$ cat src/msjb_pkg.sv
// Package for the multi-sender jitter buffer: sizes, field types and the
// work-queue entry that links the front end to the back end. No dependencies.
package msjb_pkg;

   localparam int SPEAKERS      = 4;
   localparam int FRAME_SAMPLES = 160;
   localparam int RING_FRAMES   = 8;
   localparam int RING_CAP      = RING_FRAMES * FRAME_SAMPLES;
   localparam int SLOT_W        = 2;
   localparam int PTR_W         = $clog2(RING_CAP);
   localparam int CNT_W         = 11;
   localparam int ADDR_W        = $clog2(SPEAKERS * RING_CAP);
   localparam int FS_W          = $clog2(FRAME_SAMPLES + 1);
   localparam int QDEPTH        = 2;

   localparam logic [31:0] STALE_START = 32'hFFFF_FFFF;

   typedef enum logic {
      OP_PUSH = 1'b0,
      OP_POP  = 1'b1
   } op_type;

   typedef struct packed {
      op_type             operation;
      logic [31:0]        sender_id;
      logic [15:0]        seq_number;
      logic signed [15:0] sample_in;
      logic               frame_start;
      logic [1:0]         slot_select;
      logic [31:0]        now_ms;
   } req_type;

   typedef struct packed {
      logic signed [15:0] sample_out;
      logic               valid_res;
      logic [1:0]         slot_used;
      logic [10:0]        fill_level;
   } rsp_type;

   // Work word handed from front end to back end.
   typedef struct packed {
      op_type             operation;
      logic [SLOT_W-1:0]  slot;
      logic               frame_start;
      logic               claimed;
      logic [15:0]        seq_number;
      logic signed [15:0] sample_in;
   } work_type;

   function automatic logic [PTR_W-1:0] ring_wrap(input logic [PTR_W:0] v);
      ring_wrap = (v >= (PTR_W+1)'(RING_CAP)) ? PTR_W'(v - (PTR_W+1)'(RING_CAP))
                                              : v[PTR_W-1:0];
   endfunction

endpackage

$ cat src/msjb_queue.sv
// Short work queue between front end and back end.
// Depends on msjb_pkg.
module msjb_queue import msjb_pkg::*; (
   input  logic     clock,
   input  logic     reset,
   input  logic     wr_valid,
   output logic     wr_ready,
   input  work_type wr_data,
   output logic     rd_valid,
   input  logic     rd_ready,
   output work_type rd_data
);
   localparam int QP_W = $clog2(QDEPTH);
   work_type          mem_ff [QDEPTH];
   logic [QP_W-1:0]   wp_ff, rp_ff;
   logic [QP_W:0]     cnt_ff;
   logic              push, pop;

   assign wr_ready = cnt_ff != (QP_W+1)'(QDEPTH);
   assign rd_valid = cnt_ff != '0;
   assign rd_data  = mem_ff[rp_ff];
   assign push     = wr_valid && wr_ready;
   assign pop      = rd_valid && rd_ready;

   always_ff @(posedge clock) begin
      if (push) mem_ff[wp_ff] <= wr_data;
      if (reset) begin
         wp_ff <= '0; rp_ff <= '0; cnt_ff <= '0;
      end else begin
         if (push) wp_ff <= wp_ff + 1'b1;
         if (pop)  rp_ff <= rp_ff + 1'b1;
         cnt_ff <= cnt_ff + (QP_W+1)'(push) - (QP_W+1)'(pop);
      end
   end
endmodule

$ cat config.mk
export PLATFORM = sky130hd
export DESIGN_NAME = msjb_queue
export DESIGN_NICKNAME = d
export VERILOG_FILES = /design/src/msjb_pkg.sv /design/src/msjb_queue.sv
export SDC_FILE = /design/constraint.sdc
export NUM_CORES = 1
export LEC_CHECK = 0
export BUFFER_PORTS_ARGS = -buffer_cell sky130_fd_sc_hd__clkbuf_2
export CAP_MARGIN = 0
export CORE_MARGIN = 2
export CORE_UTILIZATION = 51
export DETAILED_ROUTE_END_ITERATION = 8
export PLACE_DENSITY = 0.87
export SLEW_MARGIN = 20
export SYNTH_ARGS = -nofsm -noshare
export SYNTH_HDL_FRONTEND = slang
export SYNTH_SLANG_ARGS = --single-unit
$ cat constraint.sdc
create_clock -name clock -period 2.6 [get_ports clock]
set_clock_uncertainty 0.05 [all_clocks]
set_input_delay 0.52 -clock clock [delete_from_list [all_inputs] [get_ports clock]]
set_output_delay 0.52 -clock clock [all_outputs]
set_load 0.03 [all_outputs]
# --- After elaboration in Yosys (flattened, before gate mapping) ---
# Memories as Yosys holds them, arrays and structs flattened. A register that Yosys moved wholly into a read port is not among the register bits.
# Cells that the tools add are included.
word_totals:
  reg_bits: 4
  mem_bits_rw: 74
  output_inout_bits: 39
  word_cells: 16
  mem_count: 1
mem_list:
  columns: ["memory", "words", "width", "read_ports", "rd_clocked_by_memory_dff", "wr", "line", "text"]
  rows:
  - ["mem_ff", 2, 37, 1, 1, 1, "msjb_queue.sv:14", "work_type mem_ff [QDEPTH];"]
op_classes:
  add_sub_neg: 4
  n_eq_ne: 1
  mux: 4
  reduce_logical: 3
op_table:
  columns: ["operator", "count"]
  rows:
  - ["1-bit two-way mux", 4]
  - ["1-bit adder, second input constant", 2]
  - ["2-bit by 1-bit adder with 2-bit output", 1]
  - ["1-bit logical AND", 2]
  - ["2-bit != test, second input constant", 1]
  - ["2-bit nonzero test", 1]
  - ["2-bit by 1-bit subtractor with 2-bit output", 1]

# --- Longest topological paths before layout ---
logic_depth:
  word_depth: 4
  mapped_depth: 6
  mapped_depth_nobuf: 6

# --- Least setup slack after synthesis ---
# Ideal clock, no wire load.
synth_path:
  kind: "register -> register"
  startpoint: "register cnt_ff[0]"
  endpoint: "memory mem_ff[1][0] (netlist name) (enable)"
  setup_ps: 398
  arrival_time_ps: 1776
  t_required_ps: 2152
  path_slack_ps: 376
  path_stages_with_launch: 3
  path_buffers: 0
  synth_period_minus_slack_ps: 2224
  path_cell_list: "dfxtp_1 -> nand2b_1 -> and3_1"
synth_between:
  elab_chain_len: 4
synth_rtl:
  columns: ["element", "line", "text"]
  rows:
  - ["start, declared", "msjb_queue.sv:16", "logic [QP_W:0] cnt_ff;"]
  - ["start signal, assigned", "msjb_queue.sv:32", "cnt_ff <= cnt_ff + (QP_W+1)'(push) - (QP_W+1)'(pop);"]
  - ["2-bit != test", "msjb_queue.sv:19", "assign wr_ready = cnt_ff != (QP_W+1)'(QDEPTH);"]
  - ["net wr_ready", "msjb_queue.sv:7", "output logic wr_ready,"]
  - ["1-bit logical AND", "msjb_queue.sv:22", "assign push = wr_valid && wr_ready;"]
  - ["1-bit two-way mux", "msjb_queue.sv:26", "if (push) mem_ff[wp_ff] <= wr_data;"]
  - ["1-bit two-way mux (not written as such)", "msjb_queue.sv:26", null]
  - ["end, declared", "msjb_queue.sv:14", null]
# The timed path passes the listed nets, and every way through them passes these cells.

==> metrics.yaml <==
worst_hold_path:
  hp-class: "input pin to flop"
  whs_path_depth: 1
setup_path:
  cp.arrival_ns: 1.64
  worst_setup_path_start_kind: "flop"
  worstPathRequired_ns: 2.03
  crit_path_end_kind: "primary output"
  setup.worst_path.class: "flop to primary output"
  reg2regPathDepth: 4
  path_max_fanout: 25
finish:
  area_growth_pct: 24.3
  nets: 277
  fillers: 403
  n_antenna_cell: 0
  post-route-util_pct: 66.0
  instances_no_fill: 311
  drive_gt1_share_pct: 57.3
yosys:
  synth_top_area_share_pct: 76.0
  yosysMostFrequentCell: "edfxtp_1"
  yosys_warnings: 0
  syn_nets: 186
  async_flop_share_pct: 0
  syn_inst: 144
  synth_area_mm2: 0.00292
  synth_area_leaders: "edfxtp_1, mux2_2, dfxtp_1, buf_4, nor2_1"
  synth_edf_count: 74
  synth.largest_area_cell: "edfxtp_1"
  ys_ff_latch: 79
  synth-main-ff-cell: "edfxtp_1"
  synth_cell_types: 23
  ys_seq_area_share_pct: 79.4
  synth_commonest_cells: "edfxtp_1, mux2_2, dfxtp_1, nor2_1, buf_4"
  synth.avg_cell_area_um2: 20.3
clock_network:
  clockBufferDepth: 2
  numCtsBuffers: 9
  cts_root_buf: "clkbuf_8"
  insertion_delay_ns: 0.33
  cts_resized: 0
  hold_buffers: 0
  clk_pin_slew_ns: 0.08
  post_cts_buffers: 0
  cts_tree: "yes"
  cts_htree_levels: 3
  numClockSinks: 79
routing:
  totalWireLength_um: 4860
  drt_iter0_markers: 65
  antenna_left: 0
  dr.pass1.iters: 4
  routedWlPerCell_um: 15.6
  drc: 0
  drt-vias-per-instance: 4.96
  vias: 1544
power_and_ir_drop:
  power_density_mw_per_mm2: 944
  ir_worst_vdd_mv: 0.529
  total_power_w: 0.00343
  p_leak_nw: 1.41
sta:
  slew_headroom_pct: 62.1
  final.setup.tns_ns: 0
  max_freq_ghz: 0.452
  fin_crit_ns: 2.21
  tightest_slew_ns: 0.568
  hold_ws_ns: 0.322
  fin_crit_sh_pct: 85.1
  rsz0062_at_grt: "no"
  maxSlewViolCount: 0
  hold_viol_final: 0
  setup_violations: 0
die:
  die_h_um: 79.7
  die-area_mm2: 0.00636
  initial_utilization_pct: 53.1
  coreArea_mm2: 0.00551
  num_rows: 27
  die_width_um: 79.7
  io_pins: 80
grt:
  antenna_found_initial: 0
  grt_usage_pct: 15.0
  grt_pass1_vias: 1471
  grt_pass1_wl_um: 6860
  grt_max_degree: 26
  overflow: 0
place:
  place.detailed.hpwl_um: 3420
  place.gp.congestion: 0.713
  dpl.cell_count: 296
  port_buffers: 79
run:
  cap_violations: 0
status:
  outcome: "completed"
[layer usage]
metal / track usage, % / wire length, µm / part of all wire, %
met2: 24.6 / 2390 / 49
met3: 6.22 / 384 / 7.9
met1: 17.3 / 2010 / 41
met4: 6.21 / 74 / 1.5
met5: 0 / 0 / 0
[registers in the layout, summed over array words and instances, names as in the netlist, named ones only]
signal	flops
mem_ff	74
wp_ff	1
cnt_ff	2
rp_ff	1
[logic make-up after synthesis]
family,after synthesis,synth area share [%]
buffers and inverters,5,1.07
adder cells (fa/ha/maj),1,0.428
flip-flops,79,79.4
AO/OA/AOI/OAI,7,1.75
AND/OR/NAND/NOR,13,2.40
XOR/XNOR,1,0.300
multiplexers,38,14.6
[cells in the final DEF, fill, tap and decap left out, types with 2 or more instances in the layout]
cell | synthesis | routed
buf_4 | 3 | 4
clkbuf_8 | 0 | 9
clkinv_1 | 0 | 3
clkbuf_2 | 0 | 79
dfxtp_1 | 5 | 4
bufinv_16 | 0 | 2
nor2_1 | 5 | 5
o21ai_0 | 2 | 2
mux2_2 | 37 | 37
edfxtp_1 | 74 | 74
nor2b_1 | 2 | 2
[critical path: stages, from the launching register on]
cell and delay (ns):
dfxtp_2 0.52, buf_12 0.23, mux2_2 0.36, clkbuf_2 0.18
[where the power goes]
group          total, W  internal, W  switching [W]  leakage (nW)
Clock          0.000911     0.000524       0.000387         0.102
Combinational  0.000909     0.000339       0.000570         0.570
Sequential      0.00161      0.00155      0.0000658         0.734
Total           0.00343      0.00241        0.00102          1.41
[cell type report]
class                      instances  area [µm²]  area share, %
sequential                        79        2320           63.9
multi-input combinational         60         572           15.7
timing repair buffer              84         445           12.3
clock buffer                       9         124           3.41
tap                               72        90.1           2.48
clock inverter                     6        76.3           2.10
inverter                           1        3.75          0.103
[stage by stage]
step           setup slack [ns]  area (µm²)
4_1_cts                   0.361        3630
5_1_grt                   0.295        3630
2_1_floorplan             0.376        2920
3_3_place_gp              0.679        3430
3_5_place_dp              0.630        3430
6_report                  0.388        3630
[final timing paths]
| kind | end | startpoint | slack [ns] |
|---|---|---|---|
| hold reg to reg | rp_ff | rp_ff | 0.47 |
| setup / recovery | rd_data[35] | flop | 0.39 |
| setup reg to reg | mem_ff[0][22] | cnt_ff[0] | 0.70 |
| hold / removal | mem_ff[0][32] | wr_data[32] | 0.32 |
Power figures use the tool's default switching activity.
