File: config.mk
export PLATFORM = sky130hd
export DESIGN_NAME = msjb_front
export DESIGN_NICKNAME = d
export VERILOG_FILES = /design/src/msjb_pkg.sv /design/src/msjb_front.sv
export SDC_FILE = /design/constraint.sdc
export NUM_CORES = 1
export LEC_CHECK = 0
export BUFFER_PORTS_ARGS = -buffer_cell sky130_fd_sc_hd__buf_4
export CORE_MARGIN = 2
export CORE_UTILIZATION = 45
export CTS_CLUSTER_DIAMETER = 40
export CTS_CLUSTER_SIZE = 24
export DETAILED_ROUTE_END_ITERATION = 8
export HOLD_SLACK_MARGIN = 0.12
export MAX_ROUTING_LAYER = met4
export SLEW_MARGIN = 30
export SYNTH_ARGS = -nofsm -noshare
export SYNTH_HDL_FRONTEND = slang
export SYNTH_SLANG_ARGS = --single-unit
File: constraint.sdc
create_clock -name clock -period 15.8 [get_ports clock]
set_clock_uncertainty 0.15 [all_clocks]
set_input_delay 3.16 -clock clock [delete_from_list [all_inputs] [get_ports clock]]
set_output_delay 3.16 -clock clock [all_outputs]
set_load 0.05 [all_outputs]
File: src/msjb_pkg.sv
// Package for the multi-sender jitter buffer: sizes, field types and the
// work-queue entry that links the front end to the back end. No dependencies.
package msjb_pkg;

   localparam int SPEAKERS      = 4;
   localparam int FRAME_SAMPLES = 160;
   localparam int RING_FRAMES   = 8;
   localparam int RING_CAP      = RING_FRAMES * FRAME_SAMPLES;
   localparam int SLOT_W        = 2;
   localparam int PTR_W         = $clog2(RING_CAP);
   localparam int CNT_W         = 11;
   localparam int ADDR_W        = $clog2(SPEAKERS * RING_CAP);
   localparam int FS_W          = $clog2(FRAME_SAMPLES + 1);
   localparam int QDEPTH        = 2;

   localparam logic [31:0] STALE_START = 32'hFFFF_FFFF;

   typedef enum logic {
      OP_PUSH = 1'b0,
      OP_POP  = 1'b1
   } op_type;

   typedef struct packed {
      op_type             operation;
      logic [31:0]        sender_id;
      logic [15:0]        seq_number;
      logic signed [15:0] sample_in;
      logic               frame_start;
      logic [1:0]         slot_select;
      logic [31:0]        now_ms;
   } req_type;

   typedef struct packed {
      logic signed [15:0] sample_out;
      logic               valid_res;
      logic [1:0]         slot_used;
      logic [10:0]        fill_level;
   } rsp_type;

   // Work word handed from front end to back end.
   typedef struct packed {
      op_type             operation;
      logic [SLOT_W-1:0]  slot;
      logic               frame_start;
      logic               claimed;
      logic [15:0]        seq_number;
      logic signed [15:0] sample_in;
   } work_type;

   function automatic logic [PTR_W-1:0] ring_wrap(input logic [PTR_W:0] v);
      ring_wrap = (v >= (PTR_W+1)'(RING_CAP)) ? PTR_W'(v - (PTR_W+1)'(RING_CAP))
                                              : v[PTR_W-1:0];
   endfunction

endpackage

File: src/msjb_front.sv
// Front end: accepts request words, resolves the sender slot on frame start.
// Depends on msjb_pkg.
module msjb_front import msjb_pkg::*; (
   input  logic     clock,
   input  logic     reset,
   input  logic     in_valid,
   output logic     in_ready,
   input  req_type  in_data,
   output logic     wq_valid,
   input  logic     wq_ready,
   output work_type wq_data
);
   logic [SPEAKERS-1:0] in_use_ff, in_use_in;
   logic [31:0]         sender_ff [SPEAKERS];
   logic [31:0]         active_ff [SPEAKERS];
   logic                hit;
   logic [SLOT_W-1:0]   hit_at, free_at, stale_at, pick;
   logic                free_any;
   logic [31:0]         stale_ms;

   always_comb begin
      hit = 1'b0; hit_at = '0; free_any = 1'b0; free_at = '0;
      stale_at = '0; stale_ms = STALE_START;
      for (int i = SPEAKERS-1; i >= 0; i--) begin
         if (in_use_ff[i] && sender_ff[i] == in_data.sender_id) begin
            hit = 1'b1; hit_at = SLOT_W'(i);
         end
         if (!in_use_ff[i]) begin
            free_any = 1'b1; free_at = SLOT_W'(i);
         end
      end
      for (int i = 0; i < SPEAKERS; i++) begin
         if (in_use_ff[i] && active_ff[i] < stale_ms) begin
            stale_ms = active_ff[i]; stale_at = SLOT_W'(i);
         end
      end
      pick = hit ? hit_at : (free_any ? free_at : stale_at);
   end

   assign in_ready = wq_ready;
   assign wq_valid = in_valid;

   always_comb begin
      wq_data.operation   = in_data.operation;
      wq_data.slot        = (in_data.operation == OP_POP) ? in_data.slot_select : pick;
      wq_data.frame_start = (in_data.operation == OP_PUSH) && in_data.frame_start;
      wq_data.claimed     = !hit;
      wq_data.seq_number  = in_data.seq_number;
      wq_data.sample_in   = in_data.sample_in;
   end

   always_comb begin
      in_use_in = in_use_ff;
      if (in_valid && wq_ready && wq_data.frame_start) in_use_in[pick] = 1'b1;
   end

   always_ff @(posedge clock) begin
      if (reset) begin
         in_use_ff <= '0;
         for (int i = 0; i < SPEAKERS; i++) begin
            sender_ff[i] <= '0; active_ff[i] <= '0;
         end
      end else begin
         in_use_ff <= in_use_in;
         if (in_valid && wq_ready && wq_data.frame_start) begin
            sender_ff[pick] <= in_data.sender_id;
            active_ff[pick] <= in_data.now_ms;
         end
      end
   end
endmodule

After elaboration in Yosys (flattened, before gate mapping)
Memories as Yosys holds them, arrays and structs flattened.
Index checks and enable logic that the tools add are counted.
{"block": "word_totals", "mem_bits_rw": 256, "latch_bits": 0, "mem_count": 2, "ff_bits": 4, "rom_bits": 0}
{"block": "classes", "addsub": 0, "shifts": 0, "n_mul": 0, "n_bitwise": 2, "n_div": 0, "mux": 38, "order_cmp": 6, "eq_ne": 4, "n_reduce_logical": 15}
{"name": "active_ff", "words": 4, "width": 32, "rd": 4, "rd_clocked_by_memory_dff": 0, "write_ports": 4, "line_no": "msjb_front.sv:15", "rtl": "logic [31:0] active_ff [SPEAKERS];"}
{"name": "sender_ff", "words": 4, "width": 32, "rd": 4, "rd_clocked_by_memory_dff": 0, "write_ports": 4, "line_no": "msjb_front.sv:14", "rtl": "logic [31:0] sender_ff [SPEAKERS];"}
{"op": "$mux 32", "count": 5}
{"op": "$eq 32x32->1", "count": 4}
{"op": "$lt 32x32->1", "count": 3}
{"op": "$reduce_or 32->1", "count": 2}
{"op": "$lt 32x32->1 const B", "count": 1}
{"op": "$mux 2", "count": 15}
{"op": "$mux 1", "count": 17}
{"op": "$logic_and 1x1->1", "count": 12}
{"op": "$or 4x4->4", "count": 1}
{"op": "$lt 2x3->1 const B", "count": 1}
{"op": "$demux 1 s2", "count": 1}
{"op": "$ge 2x1->1 const B", "count": 1}
{"op": "$logic_not 1->1", "count": 1}
{"op": "$not 1->1", "count": 1}

Longest topological paths before layout
Gate-level depths: netlist (run 1).
An unclocked memory read counts as a cell.
{"block": "logic_depth", "ltp_word": 20, "depth_mapped": 38}

Least setup slack after synthesis (run 1)
OpenSTA, ideal clock, no wires.
{"block": "synth_timing", "kind": "flip-flop to flip-flop", "from": "memory active_ff[0][9]", "to": "memory active_ff[2][0] (enable)", "n_path_buf": 5, "setup_slack_ns": 2.784, "arrival_ns": 12.291, "path_stages_with_launch": 35, "cell_sequence": "edfxtp_1 -> nand4_1 -> or4_1 -> o21ai_1 -> clkbuf_1 -> nor2_1 -> ha_1 -> a211oi_1 -> nor2_1 -> a211o_1 -> a221oi_2 -> and2_1 -> o21ai_1 -> clkbuf_1 -> nand2_1 -> o21ai_0 -> ha_1 -> a2111oi_0 -> o21ai_0 -> a211o_1 -> a31oi_1 -> buf_2 -> clkbuf_1 -> nand2_1 -> o21a_1 -> ha_1 -> a21oi_1 -> o21ai_0 -> a2111oi_0 -> o21ai_0 -> nor4b_1 -> o21ai_0 -> o21a_1 -> buf_2 -> o21ai_0"}
{"element": "from (decl)", "line_no": "msjb_front.sv:15"}

==> impl_metrics.json, run 1 <==
{
  "h-tree-depth": 2,
  "cellLeakagePower_nw": 6.84,
  "ios": 143,
  "cts_buffer_depth": 3,
  "drv_cap": 0,
  "core_area_um2": 33600,
  "drc_errors": 0,
  "synth-seq-cells": 260,
  "crit_path_end_kind": "primary output",
  "fp.dieH_um": 189,
  "grt_first_pass_wirelength_um": 64700,
  "power_density_nw_per_um2": 106,
  "first_pass_iters": 5,
  "relSlewSlack_pct": 36.3,
  "gp_congestion": 0.933,
  "synth_cell_types": 71,
  "antenna_left": 0,
  "wl_per_cell_um": 22.1,
  "synthTopCellsByCount": "256 x edfxtp_1, 156 x nand2_1, 134 x nor3_1",
  "cts_buffers": 42,
  "cpMaxStageDelayCell": "or4_1",
  "ys.flop_type": "edfxtp_1",
  "grtUsageTotal_pct": 24.3,
  "timing.final.crit_period_ns": 14.00,
  "overflow": 0,
  "grt_pass1_vias": 11103,
  "area_growth_syn_to_layout_pct": 14.3,
  "maxSlewViolCount": 0,
  "synthCells": 1434,
  "ys_top_cells_by_area": "edfxtp_1 50%, ha_1 7.4%, xor2_1 6.1%",
  "vias": 11046,
  "holdCritPathClass": "reg2reg",
  "tns_ns": 0,
  "die_x_um": 189,
  "max_clock_freq_ghz": 0.0714,
  "port_buffers": 78,
  "postLayoutCoreUtil_pct": 52.4,
  "syn-num-nets": 1629,
  "clk_pin_slew_worst_paths_ns": 0.05,
  "synth_seq_area_share_pct": 50.4,
  "finalWorstSetupSlack_ns": 1.80,
  "hold_slack_ns": 0.469,
  "yosys.area.top_type": "edfxtp_1",
  "initial_core_util_pct": 45.9,
  "critPathMaxStageDelay_ns": 0.60,
  "antenna_found_initial": 1,
  "ys_warn_count": 0,
  "final_area_um2": 17600,
  "synth.most_common_cell": "edfxtp_1",
  "setup_viol": 0,
  "place_area_um2": 16200,
  "clock_latency_ns": 0.53,
  "setup.worst_path.start": "active_ff[0][28]",
  "die_area_um2": 35800,
  "post_cts_resized": 0,
  "fp-row-count": 67,
  "worstPathMaxFanout": 30,
  "rr_worst_depth": 35,
  "numClockSinks": 260,
  "critPathTopFamily": "compound AO/OA/AOI/OAI gates",
  "post-place-ws_ns": 2.15,
  "critical_path_class": "reg2out",
  "path_buf_inv": 4,
  "cts_setup_buffers": 0,
  "drt_iter0_markers": 891,
  "grt_max_degree": 133,
  "rrSetupSlack_ns": 3.98,
  "final-hold-violation-count": 0,
  "crit_arrival_ns": 10.69,
  "async_flop_share_pct": 0,
  "required_ns": 12.49,
  "start_kind": "flop",
  "finalWirelength_um": 42500,
  "status": "completed",
  "finalCritPeriodShare_pct": 88.6,
  "tightestPinTransition_ns": 0.956,
  "reg2reg_to": "active_ff[1][4]",
  "layout.nets": 1638,
  "drt-vias-per-instance": 5.74,
  "ir_worst_vdd_v": 0.0000792,
  "hpwlAfterDp_um": 29900,
  "root_buffer": "clkbuf_16",
  "cp.depth": 34,
  "syn_area_per_cell_um2": 10.7,
  "cp-endpoint": "wq_data[34]",
  "cts_tree": "built",
  "rr_startpoint": "active_ff[0][28]",
  "synth_enable_flop_cells": 256,
  "netlist_area_um2": 15400,
  "hold_buffers": 0,
  "synthDominantCellAreaShare_pct": 49.9,
  "rsz0062_at_grt": "false",
  "drive_gt1_share_pct": 17.5
}
[sequential cells by signal (all words and copies together) (netlist names)]
register   cells
active_ff    128
sender_ff    128
in_use_ff      4
[cells by family (layout without fill, tap and decap cells)]
kind of cell | after synthesis | count (layout) | synth area share, %
buf+inv | 207 | 249 | 6.36
fa+ha+maj | 91 | 91 | 7.39
mux | 3 | 3 | 0.211
other cells | 0 | 1 | 0
compound gates | 183 | 183 | 7.97
xor+xnor | 127 | 127 | 7.22
simple gates | 563 | 563 | 20.5
flops | 260 | 260 | 50.4
[worst min-delay path by stage]
stage                 startpoint      endpoint  slack, ns  depth (start not counted)
floorplan           in_use_ff[2]  in_use_ff[2]       0.33                          2
global placement    in_use_ff[2]  in_use_ff[2]       0.41                          2
detailed placement  in_use_ff[2]  in_use_ff[2]       0.43                          2
CTS                 in_use_ff[2]  in_use_ff[2]       0.46                          2
global route        in_use_ff[2]  in_use_ff[2]       0.49                          2
finish              in_use_ff[2]  in_use_ff[2]       0.47                          2
[placed cells by master, fill, tap and decap left out, types with 10 or more instances in the layout]
cell type | synthesis | final
nor2_1 | 51 | 50
nand2b_1 | 10 | 10
ha_1 | 91 | 91
nor3_1 | 134 | 134
xnor2_1 | 20 | 20
o21ai_0 | 61 | 57
nor4_1 | 48 | 48
a21oi_1 | 26 | 26
edfxtp_1 | 256 | 256
o21a_1 | 36 | 35
clkbuf_16 | 0 | 43
nand3_1 | 22 | 22
nand2_1 | 156 | 156
xor2_1 | 107 | 107
nor3_2 | 70 | 70
buf_4 | 42 | 92
nand4_1 | 27 | 27
inv_1 | 75 | 75
[cell type report]
type	instances	area, µm²
antenna	1	2.50
clock buffer	49	1100
clock inverter	28	327
fill	2948	16000
inverter	75	282
multi-input combinational	967	6770
sequential	260	7770
tap	448	561
timing repair buffer	97	808
[where the power goes]
part / total [mW] / leakage (nW) / switching (mW) / internal [mW]
clock: 0.933 / 0.682 / 0.344 / 0.588
combinational: 0.137 / 3.46 / 0.0898 / 0.0477
sequential: 0.795 / 2.70 / 0.0136 / 0.781
total: 1.87 / 6.84 / 0.448 / 1.42
[metrics by stage]
step,cells,total power [mW]
after floorplan,1434,0.913
after global placement,1843,0.941
after detailed placement,1846,0.945
after CTS,1923,1.88
after global routing,1925,1.92
final,1925,1.87
[routing by layer]
layer	vias up	part of all wire (%)	global-route usage [%]
li1	5244	-	-
met1	5385	42	29.9
met2	332	50	41.2
met3	85	5.6	3.58
met4	0	3.1	7.84
met5	-	0	-
[worst min-delay path, stage by stage (launching register included)]
cell and delay, ns:
dfxtp_1 0.38, inv_1 0.11, o32ai_1 0.07
Note: power is estimated with default switching activity, not from simulation.
==> run 2, diff against run 1 <==
PLACE_DENSITY = 0.7   (was default)
==> run 2 against run 1 <==
Net effect:
- via count is 1.3% higher
- core utilization is 0.50 points lower
- total power is 3.0% lower
- final area is 0.96% lower
- non-clock buffer count is 1 lower
- critical path type unchanged
- largest cell class unchanged
==> impl_metrics.json, run 2 (synthesized netlist as in run 1, its figures left out) <==
{
  "antenna_found_initial": 0,
  "area_growth_syn_to_layout_pct": 13.2,
  "start_kind": "flop",
  "die_x_um": 189,
  "root_buffer": "clkbuf_16",
  "antenna_left": 0,
  "max_clock_freq_ghz": 0.0721,
  "core_area_um2": 33600,
  "internal-power_mw": 1.37,
  "h-tree-depth": 2,
  "layout_commonest_cell": "edfxtp_1",
  "top_regs": "active_ff x128, sender_ff x128, in_use_ff x4",
  "hold_end": "in_use_ff[2]",
  "cts_buffer_depth": 3,
  "critical_path_class": "reg2out",
  "initial_core_util_pct": 45.9,
  "numClockSinks": 260,
  "diodes": 0,
  "reg2reg_to": "active_ff[2][15]",
  "drc_errors": 0,
  "hpwlAfterDp_um": 29800,
  "fillCellCount": 2971,
  "wl_per_cell_um": 22.3,
  "clk_pin_slew_worst_paths_ns": 0.06,
  "power.net_switching_mw": 0.441,
  "ios": 143,
  "gp_congestion": 0.933,
  "holdPathStages": 2,
  "final-hold-violation-count": 0,
  "power_density_nw_per_um2": 104,
  "die_area_um2": 35800,
  "setup_viol": 0,
  "power_frac_comb_pct": 7.5,
  "timing.final.crit_period_ns": 13.87,
  "cpMaxStageDelayCell": "o311ai_0",
  "hold_start": "in_use_ff[2]",
  "drive_gt1_share_pct": 17.1,
  "vias": 11194,
  "fp.dieH_um": 189,
  "grt_max_degree": 69,
  "drv_cap": 0,
  "seqPwrFrac_pct": 44.0,
  "crit_arrival_ns": 10.56,
  "p_total_mw": 1.81,
  "tns_ns": 0,
  "rsz0062_at_grt": "false",
  "layout.nets": 1635,
  "rr_worst_depth": 34,
  "clock_latency_ns": 0.54,
  "maxSlewViolCount": 0,
  "grt_pass1_vias": 11155,
  "critPathTopFamily": "compound AO/OA/AOI/OAI gates",
  "cts_tree": "built",
  "hold_buffers": 0,
  "cts_setup_buffers": 0,
  "worstPathMaxFanout": 32,
  "required_ns": 12.49,
  "critPathMaxStageDelay_ns": 0.80,
  "drt-vias-per-instance": 5.84,
  "grtUsageTotal_pct": 24.8,
  "status": "completed",
  "cts_buffers": 40,
  "final_area_um2": 17500,
  "drt_iter0_markers": 993,
  "path_buf_inv": 4,
  "finalCritPeriodShare_pct": 87.8,
  "rrSetupSlack_ns": 3.93,
  "tightestPinTransition_ns": 0.979,
  "cellLeakagePower_nw": 6.77,
  "overflow": 0,
  "first_pass_iters": 5,
  "finalWirelength_um": 42700,
  "ir_worst_vdd_v": 0.000113,
  "swShare_pct": 24.4,
  "clock_power_share_pct": 48.5,
  "holdCritPathClass": "reg2reg",
  "fp-row-count": 67,
  "post_cts_resized": 0,
  "place_area_um2": 16100,
  "finalWorstSetupSlack_ns": 1.93,
  "relSlewSlack_pct": 34.7,
  "final_cell_mix": "256 x edfxtp_1, 156 x nand2_1, 134 x nor3_1, 107 x xor2_1, 93 x buf_4",
  "rr_startpoint": "active_ff[0][17]",
  "grt_first_pass_wirelength_um": 65800,
  "port_buffers": 78,
  "crit_path_end_kind": "primary output",
  "post-place-ws_ns": 2.50
}
run 2: area by class of cell:
cell class                      count  area, µm²  share of cell area (%)
Clock buffer                       46       1020                    5.87
Clock inverter                     26        298                    1.71
Inverter                           75        282                    1.61
Multi-Input combinational cell    967       6770                    38.8
Sequential cell                   260       7770                    44.5
Tap cell                          448        561                    3.21
Timing Repair Buffer               96        752                    4.31
run 2: power by group through the flow:
stage | logic (mW) | registers (mW) | clock network (mW)
after floorplan | 0.103 | 0.809 | 0
after global placement | 0.132 | 0.808 | 0
final | 0.136 | 0.795 | 0.878
after global routing | 0.146 | 0.797 | 0.917
after CTS | 0.135 | 0.795 | 0.889
after detailed placement | 0.134 | 0.809 | 0
run 2: tightest hold or removal path: cells and delay by family, from the launching register on:
kind	cells	cell delay, ns
flops	1	0.38
compound gates	1	0.07
buf+inv	1	0.10
run 2: through the flow:
step	hold slack [ns]	std cells	utilization, %
2_1_floorplan	0.330	1434	-
3_3_place_gp	0.449	1844	47.8
3_5_place_dp	0.432	1845	47.9
4_1_cts	0.441	1917	51.9
5_1_grt	0.461	1918	51.9
6_report	0.456	1918	51.9
run 2: worst max-delay path by stage:
stage                 endpoint        startpoint  depth (start not counted)
3_5_place_dp       wq_data[34]  active_ff[0][27]                         33
2_1_floorplan  active_ff[2][0]   active_ff[0][9]                         34
6_report           wq_data[35]  active_ff[0][17]                         34
4_1_cts            wq_data[34]  active_ff[0][27]                         33
5_1_grt            wq_data[34]  active_ff[0][19]                         33
3_3_place_gp       wq_data[34]  active_ff[0][29]                         32
run 2: per-layer routing:
| layer | up-vias | GRT usage, % | share of wire [%] |
|---|---|---|---|
| li1 | 5231 | - | - |
| met4 | 0 | 7.06 | 2.5 |
| met2 | 448 | 41.7 | 50 |
| met3 | 88 | 3.54 | 7.4 |
| met1 | 5427 | 31.2 | 40 |
| met5 | - | - | 0 |
==> run 3, diff against run 2 <==
PLACE_DENSITY = 0.64   (was 0.7)
==> run 3 against run 2 <==
Net effect:
- sequential power is essentially flat
- setup slack lost 0.082 ns
- non-clock buffer count grew 1
- first-iteration DRC count shrank 8.5%
- critical path depth shrank 1
==> impl_metrics.json, run 3 (synthesized netlist as in run 1, its figures left out) <==
{
  "die_x_um": 189,
  "required_ns": 12.49,
  "hold_end": "in_use_ff[2]",
  "rr_worst_depth": 35,
  "cts_setup_buffers": 0,
  "drt-vias-per-instance": 5.75,
  "internal-power_mw": 1.56,
  "finalCritPeriodShare_pct": 88.3,
  "numClockSinks": 260,
  "clock_latency_ns": 0.56,
  "seqPwrFrac_pct": 39.3,
  "status": "completed",
  "critPathMaxStageDelay_ns": 0.75,
  "p_total_mw": 2.02,
  "grt_pass1_vias": 11574,
  "first_pass_iters": 5,
  "clock_power_share_pct": 53.9,
  "port_buffers": 78,
  "relSlewSlack_pct": 33.0,
  "die_area_um2": 35800,
  "crit_path_end_kind": "primary output",
  "post_cts_resized": 0,
  "core_area_um2": 33600,
  "seq_area_um2": 7770,
  "reg2reg_to": "sender_ff[2][13]",
  "grt_max_degree": 79,
  "setup_viol": 0,
  "final_cell_mix": "256 x edfxtp_1, 156 x nand2_1, 134 x nor3_1, 107 x xor2_1, 92 x buf_4",
  "power_frac_comb_pct": 6.8,
  "drc_errors": 0,
  "fp-row-count": 67,
  "antenna_found_initial": 0,
  "drt_iter0_markers": 909,
  "tns_ns": 0,
  "hold_slack_ns": 0.462,
  "hold_buffers": 0,
  "multi_input_area_um2": 6770,
  "ios": 143,
  "cts_buffers": 45,
  "final-hold-violation-count": 0,
  "swShare_pct": 23.0,
  "overflow": 0,
  "grtUsageTotal_pct": 25.4,
  "gp_congestion": 0.950,
  "timing.final.crit_period_ns": 13.96,
  "power.net_switching_mw": 0.465,
  "clk_pin_slew_worst_paths_ns": 0.05,
  "h-tree-depth": 2,
  "cpMaxStageDelayCell": "a31oi_4",
  "ir_worst_vdd_v": 0.000118,
  "cellLeakagePower_nw": 6.97,
  "critical_path_class": "reg2out",
  "power_density_nw_per_um2": 113,
  "fp.dieH_um": 189,
  "area_growth_syn_to_layout_pct": 15.8,
  "top_regs": "active_ff x128, sender_ff x128, in_use_ff x4",
  "drive_gt1_share_pct": 18.1,
  "layout.nets": 1641,
  "wl_per_cell_um": 22.4,
  "rr_startpoint": "active_ff[0][31]",
  "fillCellCount": 2953,
  "drv_cap": 0,
  "diodes": 0,
  "grt_first_pass_wirelength_um": 67500,
  "rrSetupSlack_ns": 3.99,
  "crit_arrival_ns": 10.65,
  "holdCritPathClass": "reg2reg",
  "worstPathMaxFanout": 35,
  "hpwlAfterDp_um": 30400,
  "initial_core_util_pct": 45.9,
  "cts_buffer_depth": 3,
  "layout_commonest_cell": "edfxtp_1",
  "finalWirelength_um": 43300,
  "start_kind": "flop",
  "cts_tree": "built",
  "root_buffer": "clkbuf_16",
  "max_clock_freq_ghz": 0.0717,
  "antenna_left": 0,
  "vias": 11107,
  "maxSlewViolCount": 0,
  "cp_common_cell": "o21ai_0",
  "rsz0062_at_grt": "false",
  "tightestPinTransition_ns": 1.01,
  "holdPathStages": 2,
  "hold_start": "in_use_ff[2]"
}
==> run 3: cell types whose count changed in the layout (fill, tap and decap cells not counted), moves of 2 or more <==
| cell | change |
|---|---|
| clkbuf_16 | +7 |
| clkinv_2 | +3 |
| bufinv_16 | +7 |
| buf_6 | +2 |
| clkbuf_1 | -4 |
| clkinvlp_4 | +2 |
| inv_8 | -2 |
==> run 3: worst max path at each step <==
stage / endpoint / start / slack, ns
2_1_floorplan: active_ff[2][0] / active_ff[0][9] / 2.78
3_3_place_gp: wq_data[34] / active_ff[0][17] / 2.60
3_5_place_dp: wq_data[34] / active_ff[0][31] / 2.38
4_1_cts: wq_data[34] / active_ff[0][31] / 1.78
5_1_grt: wq_data[34] / active_ff[0][28] / 1.06
6_report: wq_data[34] / active_ff[0][31] / 1.84
==> run 3: layout make-up <==
| cell class | instances | area share [%] |
|---|---|---|
| inverters | 75 | 1.58 |
| well taps | 448 | 3.14 |
| repair buffers | 97 | 4.37 |
| clock inverters | 34 | 2.78 |
| flip-flops and latches | 260 | 43.5 |
| clock buffers | 50 | 6.71 |
| multi-input cells | 967 | 37.9 |
==> run 3: critical path: cells and delay by family (launching register included) <==
kind                       cells  cell delay, ns
AOI/OAI and AO/OA             16            4.91
adders and majority gates      3            0.92
buffers and inverters          3            1.02
DFF                            1            0.36
muxes                          1            0.34
and+or+nand+nor               10            2.53
==> run 3: routing by layer <==
layer  part of all wire (%)  global-route usage, %
met1                     42                   31.5
met2                     50                   43.1
met3                    4.9                   3.47
met4                    2.8                   7.93
met5                      0                      -
==> run 3: per-stage QoR <==
| step | worst slack (ns) | utilization [%] | instance area, µm² | instances |
|---|---|---|---|---|
| after CTS | 1.78 | 53.0 | 17800 | 1930 |
| final | 1.84 | 53.1 | 17800 | 1931 |
| after floorplan | 2.78 | - | 15400 | 1434 |
| after detailed placement | 2.38 | 48.0 | 16100 | 1846 |
| after global routing | 1.06 | 53.1 | 17800 | 1931 |
| after global placement | 2.60 | 47.9 | 16100 | 1845 |
==> run 3: power by group through the flow <==
| stage | Sequential (mW) | Clock, mW | Combinational, mW |
|---|---|---|---|
| after floorplan | 0.809 | 0 | 0.103 |
| after global placement | 0.808 | 0 | 0.134 |
| after detailed placement | 0.809 | 0 | 0.136 |
| after CTS | 0.795 | 1.10 | 0.137 |
| after global routing | 0.797 | 1.13 | 0.149 |
| final | 0.795 | 1.09 | 0.138 |
